==> src/design/assert_macros.svh <==
// Assertion macros used by the embedder top level.
`ifndef ASSERT_MACROS_SVH
`define ASSERT_MACROS_SVH
`ifndef NO_ASSERTIONS
// Check that an expression holds at every clock edge out of reset.
`define ASSERT_ALWAYS(label, clk, rstn, expr) \
    label: assert property (@(posedge clk) disable iff (!(rstn)) (expr)) \
        else $error("assertion failed");
// Check that a condition implies a consequence in the same cycle.
`define ASSERT_IMPLIES(label, clk, rstn, ante, cons) \
    label: assert property (@(posedge clk) disable iff (!(rstn)) (ante) |-> (cons)) \
        else $error("assertion failed");
// Check that a condition implies a consequence in the next cycle.
`define ASSERT_NEXT(label, clk, rstn, ante, cons) \
    label: assert property (@(posedge clk) disable iff (!(rstn)) (ante) |=> (cons)) \
        else $error("assertion failed");
`else
`define ASSERT_ALWAYS(label, clk, rstn, expr)
`define ASSERT_IMPLIES(label, clk, rstn, ante, cons)
`define ASSERT_NEXT(label, clk, rstn, ante, cons)
`endif
`endif

==> src/design/lsbse_pkg.sv <==
// Types, codes and helper functions of the LSB steganography embedder.
package lsbse_pkg;

    localparam logic OP_MESSAGE = 1'b0;
    localparam logic OP_COVER   = 1'b1;

    localparam logic [2:0] ST_EMBEDDED = 3'd0;
    localparam logic [2:0] ST_PADDED   = 3'd1;
    localparam logic [2:0] ST_PASSED   = 3'd2;
    localparam logic [2:0] ST_STARVED  = 3'd3;
    localparam logic [2:0] ST_ACCEPTED = 3'd4;
    localparam logic [2:0] ST_REFUSED  = 3'd5;

    localparam logic [3:0] N_RESET = 4'd1;
    localparam logic [3:0] N_MAX   = 4'd8;
    localparam logic [4:0] BUF_FULL_LIMIT = 5'd8;

    typedef struct packed {
        logic       opcode;
        logic [7:0] data_byte;
        logic       message_last;
    } item_t;

    typedef struct packed {
        logic [7:0] out_byte;
        logic [2:0] status;
    } result_t;

    typedef struct packed {
        logic [15:0] bit_buffer;
        logic [4:0]  bit_count;
        logic        message_ended;
        logic        embedding_done;
    } embed_state_t;

    // Mask of the k low bits, k = 0..16 (all ones from 16 up).
    function automatic logic [15:0] low_mask(input logic [4:0] k);
        logic [16:0] m;
        m = (17'd1 << k) - 17'd1;
        return (k >= 5'd16) ? 16'hFFFF : m[15:0];
    endfunction

endpackage

==> src/design/lsb_stego_embedder.sv <==
// Top level of the LSB steganography embedder: input stage, embed state and result stage.
// The block hides a message in the low n bits of cover bytes, oldest message bit first,
// n being the value written on the configuration channel (0 acts as 1, above 8 as 8).
// Items on the slave stream are message bytes (tuser = 0, tlast marks the final one) or
// cover bytes (tuser = 1); every item yields exactly one result item whose tuser carries a
// status code and whose tdata carries the cover byte (zero for message loads). Throughput
// is one item per clock unless the result stalls: the embed step updates the bit buffer
// combinationally between the input register and the result register, which each item
// passes in turn; a stalled result holds the input register and then s_tready.
// Write the configuration only while no item is in flight.
`include "assert_macros.svh"

module lsb_stego_embedder (
    input  logic       aclk,
    input  logic       aresetn,
    // configuration: bits_per_byte
    input  logic       cfg_valid,
    output logic       cfg_ready,
    input  logic [3:0] cfg_data,
    // input stream
    input  logic       s_tvalid,
    output logic       s_tready,
    input  logic [7:0] s_tdata,   // [7:0] data_byte
    input  logic       s_tlast,   // message_last
    input  logic [0:0] s_tuser,   // [0] opcode
    // result stream
    output logic       m_tvalid,
    input  logic       m_tready,
    output logic [7:0] m_tdata,   // [7:0] out_byte
    output logic [2:0] m_tuser    // [2:0] status
);

    logic                    in_valid_reg;
    lsbse_pkg::item_t        in_item_reg;
    logic                    m_valid_reg;
    lsbse_pkg::result_t      m_result_reg;
    lsbse_pkg::embed_state_t state_reg;
    lsbse_pkg::embed_state_t state_next;
    lsbse_pkg::result_t      result_next;
    logic [3:0]              n_reg;
    logic                    out_free;
    logic                    advance;

    // Advance an item when the result register is empty or being drained.
    assign out_free  = !m_valid_reg || m_tready;
    assign advance   = in_valid_reg && out_free;
    assign s_tready  = !in_valid_reg || advance;
    assign cfg_ready = 1'b1;

    lsbse_core u_core (
        .cfg_n      (n_reg),
        .item       (in_item_reg),
        .state_cur  (state_reg),
        .state_next (state_next),
        .result     (result_next)
    );

    // Configuration register.
    always_ff @(posedge aclk) begin
        if (!aresetn) begin
            n_reg <= lsbse_pkg::N_RESET;
        end else if (cfg_valid && cfg_ready) begin
            n_reg <= cfg_data;
        end
    end

    // Input stage: hold the item until the embed step takes it.
    always_ff @(posedge aclk) begin
        if (!aresetn) begin
            in_valid_reg <= 1'b0;
        end else if (s_tready) begin
            in_valid_reg <= s_tvalid;
        end
    end

    always_ff @(posedge aclk) begin
        if (s_tvalid && s_tready) begin
            in_item_reg.opcode       <= s_tuser[0];
            in_item_reg.data_byte    <= s_tdata;
            in_item_reg.message_last <= s_tlast;
        end
    end

    // Embed state: update once per advanced item.
    always_ff @(posedge aclk) begin
        if (!aresetn) begin
            state_reg <= '0;
        end else if (advance) begin
            state_reg <= state_next;
        end
    end

    // Result stage.
    always_ff @(posedge aclk) begin
        if (!aresetn) begin
            m_valid_reg <= 1'b0;
        end else if (out_free) begin
            m_valid_reg <= in_valid_reg;
        end
    end

    always_ff @(posedge aclk) begin
        if (advance) begin
            m_result_reg <= result_next;
        end
    end

    assign m_tvalid = m_valid_reg;
    assign m_tdata  = m_result_reg.out_byte;
    assign m_tuser  = m_result_reg.status;

    `ASSERT_ALWAYS(a_count_range, aclk, aresetn, state_reg.bit_count <= 5'd16)
    `ASSERT_IMPLIES(a_done_drained, aclk, aresetn, state_reg.embedding_done, state_reg.message_ended && state_reg.bit_count == 5'd0)
    `ASSERT_NEXT(a_load_count, aclk, aresetn, advance && result_next.status == lsbse_pkg::ST_ACCEPTED, state_reg.bit_count == $past(state_reg.bit_count) + 5'd8)
    `ASSERT_IMPLIES(a_load_zero_byte, aclk, aresetn, m_valid_reg && (m_result_reg.status == lsbse_pkg::ST_ACCEPTED || m_result_reg.status == lsbse_pkg::ST_REFUSED), m_result_reg.out_byte == 8'd0)

endmodule

==> src/design/lsbse_core.sv <==
// Combinational embed step: one item and the current state give the result and next state.
module lsbse_core (
    input  logic [3:0]              cfg_n,
    input  lsbse_pkg::item_t        item,
    input  lsbse_pkg::embed_state_t state_cur,
    output lsbse_pkg::embed_state_t state_next,
    output lsbse_pkg::result_t      result
);

    logic [3:0]  n;
    logic [4:0]  n5;
    logic [15:0] slot_wide;
    logic [7:0]  slot;
    logic [4:0]  remain;
    logic [15:0] shifted;
    logic [15:0] kept;
    logic [3:0]  pad;
    logic [7:0]  chunk;
    logic [7:0]  padded;

    // Clamp the configured width to 1..8.
    always_comb begin
        if (cfg_n == 4'd0) begin
            n = lsbse_pkg::N_RESET;
        end else if (cfg_n > lsbse_pkg::N_MAX) begin
            n = lsbse_pkg::N_MAX;
        end else begin
            n = cfg_n;
        end
    end

    assign n5        = {1'b0, n};
    assign slot_wide = lsbse_pkg::low_mask(n5);
    assign slot      = slot_wide[7:0];
    assign remain    = state_cur.bit_count - n5;
    assign shifted   = state_cur.bit_buffer >> remain[3:0];
    assign chunk     = shifted[7:0] & slot;
    assign kept      = state_cur.bit_buffer & lsbse_pkg::low_mask(state_cur.bit_count);
    assign pad       = n - state_cur.bit_count[3:0];
    assign padded    = (kept[7:0] << pad) & slot;

    always_comb begin
        state_next      = state_cur;
        result.out_byte = 8'd0;
        result.status   = lsbse_pkg::ST_REFUSED;
        if (item.opcode == lsbse_pkg::OP_MESSAGE) begin
            if (!(state_cur.message_ended || state_cur.bit_count > lsbse_pkg::BUF_FULL_LIMIT))
            begin
                state_next.bit_buffer = {state_cur.bit_buffer[7:0], item.data_byte};
                state_next.bit_count  = state_cur.bit_count + 5'd8;
                if (item.message_last) begin
                    state_next.message_ended = 1'b1;
                end
                result.status = lsbse_pkg::ST_ACCEPTED;
            end
        end else if (state_cur.embedding_done) begin
            result.out_byte = item.data_byte;
            result.status   = lsbse_pkg::ST_PASSED;
        end else if (state_cur.bit_count >= n5) begin
            // Take the n oldest bits.
            result.out_byte       = (item.data_byte & ~slot) | chunk;
            result.status         = lsbse_pkg::ST_EMBEDDED;
            state_next.bit_count  = remain;
            state_next.bit_buffer = state_cur.bit_buffer & lsbse_pkg::low_mask(remain);
            if (state_cur.message_ended && remain == 5'd0) begin
                state_next.embedding_done = 1'b1;
            end
        end else if (state_cur.message_ended && state_cur.bit_count != 5'd0) begin
            // Left-align the short tail in the slot, zeros below.
            result.out_byte           = (item.data_byte & ~slot) | padded;
            result.status             = lsbse_pkg::ST_PADDED;
            state_next.bit_count      = 5'd0;
            state_next.bit_buffer     = 16'd0;
            state_next.embedding_done = 1'b1;
        end else if (state_cur.message_ended) begin
            result.out_byte           = item.data_byte;
            result.status             = lsbse_pkg::ST_PASSED;
            state_next.embedding_done = 1'b1;
        end else begin
            result.out_byte = item.data_byte;
            result.status   = lsbse_pkg::ST_STARVED;
        end
    end

endmodule
==> config.mk <==
export PLATFORM = sky130hd
export DESIGN_NAME = lsb_stego_embedder
export DESIGN_NICKNAME = d
export VERILOG_FILES = /design/src/design/lsbse_pkg.sv /design/src/design/lsb_stego_embedder.sv /design/src/design/lsbse_core.sv
export VERILOG_INCLUDE_DIRS = /design/src /design/src/design
export SDC_FILE = /design/constraint.sdc
export NUM_CORES = 1
export LEC_CHECK = 0
export BUFFER_PORTS_ARGS = -buffer_cell sky130_fd_sc_hd__buf_2
export CAP_MARGIN = 20
export CORE_MARGIN = 10
export CORE_UTILIZATION = 63
export CTS_BUF_LIST = sky130_fd_sc_hd__clkbuf_2 sky130_fd_sc_hd__clkbuf_4 sky130_fd_sc_hd__clkbuf_8
export CTS_CLUSTER_DIAMETER = 200
export CTS_CLUSTER_SIZE = 20
export DETAILED_ROUTE_END_ITERATION = 12
export PLACE_DENSITY = 0.83
export SLEW_MARGIN = 20
export SYNTH_ARGS = -nofsm -noshare
export SYNTH_HDL_FRONTEND = slang
export SYNTH_SLANG_ARGS = --single-unit
==> constraint.sdc <==
create_clock -name aclk -period 5.6 [get_ports aclk]
set_clock_uncertainty 0.15 [all_clocks]
set_input_delay 1.12 -clock aclk [delete_from_list [all_inputs] [get_ports aclk]]
set_output_delay 1.12 -clock aclk [all_outputs]
set_load 0.02 [all_outputs]
# Word level (Yosys, flattened, before mapping)
# Cells that the tools add are included.
# classes
addsub	6
magnitude_cmp	6
n_eq_ne	3
n_shift	5
muxes	22
bitwise	10
reduce_logical	15
# ops
cell	count
2-to-1 mux 21 bit	4
2-to-1 mux 11 bit	3
AND 8 bit	4
2-to-1 mux 22 bit	1
AND 16 bit	1
2-to-1 mux 16 bit	1
2-to-1 mux 8 bit	2
bitwise OR 8 bit	2
<< shifter 1 x 5 -> 16 bit (first input constant)	1
right shift 16 x 4 -> 8 bit	1
subtractor 16 x 1 -> 16 bit (second input constant)	1
subtractor 8 x 1 -> 8 bit (second input constant)	2
>= comparator 5 bit (second input constant)	2
2-to-1 mux 1 bit	8
2-to-1 mux 4 bit	2
inverter 8 bit	1
AND reduction 4 bit	2
<< shifter 1 x 4 -> 8 bit (first input constant)	1
<< shifter 1 x 5 -> 8 bit (first input constant)	1
<< shifter 8 x 4 -> 8 bit	1
adder 5 x 4 -> 5 bit (second input constant)	1
>= comparator 4 x 5 -> 1 bit (second input constant)	1
>= comparator 5 x 4 -> 1 bit	1
> comparator 5 x 4 -> 1 bit (second input constant)	1
other kinds (14)	22
# word_totals
ff_bits	50

# Longest topological paths before layout
# logic_depth
ltp_word	13
depth_mapped	19

# By module
# From an unflattened synthesis, not the netlist that was laid out.
# unflattened
hier_cells	567
hier_area_um2	4521.8
# by_module_without_submodules
module	instances	cells_each	area_per_inst_um2
lsbse_core	1	421	2701.3
lsb_stego_embedder	1	146	1820.5

# Least setup slack after synthesis
# OpenSTA, ideal clock, no wires.
# synth_timing
path_type	reg-to-reg
start	reg n_reg[3]
end	reg state_reg[21] (netlist name)
setup_time_ps	91
t_arrival_ps	3650
path_slack_ps	1709
path_stages_with_launch	17
n_path_buf	2
period_less_slack_ps	3891
cell_sequence	dfxtp_1 -> clkbuf_1 -> inv_1 -> nand2_1 -> nand2_1 -> ha_1 -> fa_1 -> xnor2_4 -> a21oi_1 -> nand2_1 -> or3_1 -> ha_1 -> clkbuf_1 -> nor4_1 -> a31oi_1 -> or3_1 -> a311oi_1
# synth_between
elab_chain_len	11
elab_cells_between_ends	16
classes_between	add/sub (2); order compare (3); eq/ne (1); shift (1); mux (6); bitwise (1); reduce/logical (2)
# synth_rtl
element	line	rtl
start, declared	lsb_stego_embedder.sv:40	logic [3:0] n_reg;
start signal, assigned	lsb_stego_embedder.sv:61	n_reg <= lsbse_pkg::N_RESET;
start signal, assigned	lsb_stego_embedder.sv:63	n_reg <= cfg_data;
> comparator 4 bit	lsbse_core.sv:25	end else if (cfg_n > lsbse_pkg::N_MAX) begin
2-to-1 mux 4 bit	lsbse_core.sv:25	
2-to-1 mux 4 bit (*)	lsbse_core.sv:23	if (cfg_n == 4'd0) begin
subtractor 5 x 4 -> 5 bit	lsbse_core.sv:35	assign remain = state_cur.bit_count - n5;
<< shifter 1 x 5 -> 16 bit	lsbse_pkg.sv:39	m = (17'd1 << k) - 17'd1;
subtractor 16 x 1 -> 16 bit	lsbse_pkg.sv:39	
2-to-1 mux 16 bit	lsbse_pkg.sv:40	return (k >= 5'd16) ? 16'hFFFF : m[15:0];
AND 16 bit	lsbse_core.sv:64	state_next.bit_buffer = state_cur.bit_buffer & lsbse_pkg::low_mask(remain);
2-to-1 mux 21 bit	lsbse_core.sv:59	end else if (state_cur.bit_count >= n5) begin
2-to-1 mux 21 bit	lsbse_core.sv:56	end else if (state_cur.embedding_done) begin
2-to-1 mux 21 bit	lsbse_core.sv:46	if (item.opcode == lsbse_pkg::OP_MESSAGE) begin
end signal, assigned	lsb_stego_embedder.sv:89	state_reg <= state_next;
end, declared	lsb_stego_embedder.sv:37	lsbse_pkg::embed_state_t state_reg;
# Mark *: on every way between the ends. The rest lies on a longest branch, timed or not. The select of a mux whose other input is x is not followed.
# A chain may end at the register's enable or synchronous reset.

# Worst setup path in the final report
# Ends and elaborated chain as after synthesis.

==> flow_summary_export.csv <==
group,metric,value,unit
pwr,intPower,0.6787,mW
setup_path,worstPathBufferInverterCount,2,
pwr,sequentialPowerShare,0.387,
cells_and_area,fraction_of_layout_cells_with_a_size_suffix_above_1,0.1656,
logic_synthesis,ys_types,85,
pwr,switching_fraction_of_total_power,0.3889,
setup_path,critical_path.top_delay_family,"simple AND/OR/NAND/NOR gates",
logic_synthesis,post_synth_fa_ha_maj_area_fraction,0.04520,
setup_path,r2r_endpoint,"state_reg[21]",
clock_tree,ctsHoldBuffers,0,
outcome,outcome,"finished clean",
setup_path,timing.critical_path.to_type,"flip-flop",
global_route,grt_pass1_wl,20620,microns
logic_synthesis,yosysTopAreaCell,"edfxtp_1",
place,placement.io_buffers,31,
logic_synthesis,synth_top_area_frac,0.1499,
logic_synthesis,post_synth_instance_area,4208,sq um
hold_path,min-delay-path-class,"flip-flop to flip-flop",
routing,average_via_count_per_standard_cell,7.314,
place,final_replace_weighted_congestion,0.9858,
place,post-dp-hpwl,9898,microns
logic_synthesis,synth-edff-count,21,
logic_synthesis,synth_xor_xnor_area_share,0.02319,
clock_tree,cts_root_buf,"clkbuf_8",
pwr,total_leakage_power,1.557,nW
routing,vias,4140,
logic_synthesis,area_fraction_in_compound_gates_after_synthesis,0.2599,
setup_path,cp_cell_sequence,"inv_1 > nand2_1 > inv_1 > ha_1 > and3b_1 > nor3_2 > or2_1 > nand3_1 > ha_1 > nor4_1 > a31oi_1 > or3_1 > a311oi_1",
hold_path,hold_path_end,"state_reg[1]",
timing,timing.final.hold_violations,0,
timing,period_minus_slack,4.395,ns
cells_and_area,finish.net_count,521,
hold_path,timing.hold.worst.start,"in_item_reg[0]",
routing,finalWirelength,13310,microns
place,detailed_place.area,4308,sq um
logic_synthesis,yosys-mux-area-fraction,0.1121,
timing,post-route-period-util,0.7848,
routing,final_antenna_net_count,0,
global_route,antenna_violations_before_repair,0,
clock_tree,clock-sinks,50,
timing,setup_viol,0,
pwr,total_power_divided_by_cell_area,250.6,nW/um^2
routing,detail_route.wl_per_cell,23.51,microns
setup_path,worstSetupStartpointType,"flip-flop",
cells_and_area,area_overhead_vs_synth,5.323,%
floorplanning,die-area,10350,sq um
routing,detail_route.wirelength.met1,5209,microns
floorplanning,chipWidth,101.7,microns
setup_path,required,5.68,ns
clock_tree,clock_transition_time_at_the_flip_flop_clock_pins_of_the_worst_setup_and_hold_paths,0.10,ns
routing,topRoutingLayerUsed,"met4",
floorplanning,num_rows,29,
routing,route.detailed.drc,0,
global_route,grt_pass1_vias,3748,
clock_tree,htree_levels,2,
routing,drt_first_pass_iters,5,
logic_synthesis,post_synth_main_area_contributors,"edfxtp_1, dfxtp_1, mux4_2",
logic_synthesis,seq_area_frac_synth,0.2878,
run,maxCapViolCount,0,
timing,fmaxAchievable,227.6,MHz
timing,final-max-slew-violation-count,0,
clock_tree,post_cts_buffers,0,
timing,max_slew.worst_pin.slew,0.9882,ns
floorplanning,initial_core_util,0.6552,
timing,grt_setup_unrepaired,"false",
logic_synthesis,main_combinational_cell_family_by_area_after_synthesis,"compound AO/OA/AOI/OAI gates",
global_route,grt_overflow_total,0,
cells_and_area,antenna-diode-count,0,
logic_synthesis,yosys.area_share.simple,0.2090,
floorplanning,die_height,101.7,microns
hold_path,timing.hold.worst_path_depth,2,
setup_path,worst-r2r-cell-count,13,
clock_tree,cts_resized,0,
pwr,combinationalPowerShare,0.368,
floorplanning,floorplan_core_area,6422,sq um
timing,slew_headroom,0.3388,
setup_path,timing.rr.start,"n_reg[3]",
routing,route.met3.wl,1567,microns
setup_path,path_max_fanout,16,
logic_synthesis,synth_warnings,0,
cells_and_area,layout.cells.most_common_list,"nand2_1, a21oi_1, nor2_1",
routing,drtIter0Drc,694,
logic_synthesis,yosys_most_used_dff,"dfxtp_1",
setup_path,worst_ep_arrival_time,4.48,ns
logic_synthesis,synthesized_flop_and_latch_total,50,
cells_and_area,largest_register_ff_count,23,
setup_path,crit_path_max_incr_delay,0.54,ns
timing,final.setup.tns,0,ns
clock_tree,clk-insertion-delay-late,0.32,ns
logic_synthesis,syn_area_per_cell,8.712,sq um
cells_and_area,most_common_library_cell_in_the_layout_ignoring_fill_and_taps,"nand2_1",
setup_path,setup.worst_path.class,"flip-flop to flip-flop",
clock_tree,tritoncts,"yes",
setup_path,critical-path-slowest-cell,"or2_1",
pwr,p_sw,0.4319,mW
pwr,pwr-share-clk,0.245,
logic_synthesis,syn_inst,483,
clock_tree,tritoncts.num_buffers,5,
global_route,gr-usage-all-layers,0.2557,
pwr,ir_drop,179.3,uV
routing,routed-wl-met2,5986,microns
clock_tree,clk_path_buf_depth,2,
floorplanning,design.portCount,33,
logic_synthesis,async_reset_ff_frac,0,
setup_path,worst-r2r-setup-slack,1.21,ns
global_route,largest_net_degree_at_the_start_of_global_routing,29,
cells_and_area,post-route-cell-area,4432,sq um
[power by group through the flow]
stage	Clock, mW	Combinational (mW)	Sequential (mW)
2_1_floorplan	0	0.314	0.425
3_3_place_gp	0	0.391	0.435
3_5_place_dp	0	0.396	0.436
4_1_cts	0.273	0.398	0.427
5_1_grt	0.283	0.441	0.431
6_report	0.272	0.409	0.429
[logic make-up (layout without fill, tap and decap cells)]
logic type	after synthesis	in the layout
adders and majority gates	14	14
buffers and inverters	57	62
xor gates and xnor gates	9	9
DFF	50	50
and+or+nand+nor	169	169
other	1	2
AOI/OAI and AO/OA	156	156
muxes	27	27
[cells in the mapped netlist (10+ instances only)]
cell type	count
a21oi_1	36
clkbuf_1	22
dfxtp_1	29
edfxtp_1	21
ha_1	12
inv_1	16
mux2i_1	10
mux4_2	16
nand2_1	48
nand3_1	18
nor2_1	32
nor3_1	14
o21ai_0	21
o21ai_1	11
[stage by stage]
| stage | hold WS [ns] | setup slack (ns) | total power, mW | util | cells |
|---|---|---|---|---|---|
| finish | 0.3642 | 1.205 | 1.111 | 0.6900 | 566 |
| detailed placement | 0.3446 | 1.309 | 0.8311 | 0.6708 | 558 |
| CTS | 0.3694 | 1.298 | 1.098 | 0.6889 | 566 |
| global route | 0.3990 | 0.8306 | 1.156 | 0.6900 | 566 |
| floorplan | 0.2995 | 1.709 | 0.7385 | - | 484 |
| global placement | 0.3244 | 1.466 | 0.8250 | 0.6708 | 558 |
[routing by layer]
layer  global-route usage  vias up
met1               0.3374     1940
met3              0.06059       55
met2               0.3936      287
li1                     -     1858
met5                    0        -
met4               0.1045        0
[tightest hold or removal path, delay by kind of cell (launching register included)]
family / cells / cell delay, ns
flops: 1 / 0.34
compound gates: 1 / 0.06
simple gates: 1 / 0.08
[layout make-up]
cell class	count	area, sq um
Sequential cell	50	1211
Multi-Input combinational cell	377	2748
Fill cell	533	1991
Clock buffer	5	68.82
Tap cell	77	96.34
Timing Repair Buffer	36	192.7
Clock inverter	3	47.55
Inverter	18	67.56
[worst max-delay path by stage]
| stage | cells past startpoint | from | endpoint | slack [ns] |
|---|---|---|---|---|
| 3_5_place_dp | 14 | n_reg[3] | state_reg[21] | 1.31 |
| 6_report | 13 | n_reg[3] | state_reg[21] | 1.21 |
| 4_1_cts | 13 | n_reg[3] | state_reg[21] | 1.30 |
| 5_1_grt | 13 | n_reg[3] | state_reg[21] | 0.83 |
| 2_1_floorplan | 16 | n_reg[3] | state_reg[21] | 1.71 |
| 3_3_place_gp | 14 | n_reg[3] | state_reg[21] | 1.47 |
Power figures use the tool's default switching activity.
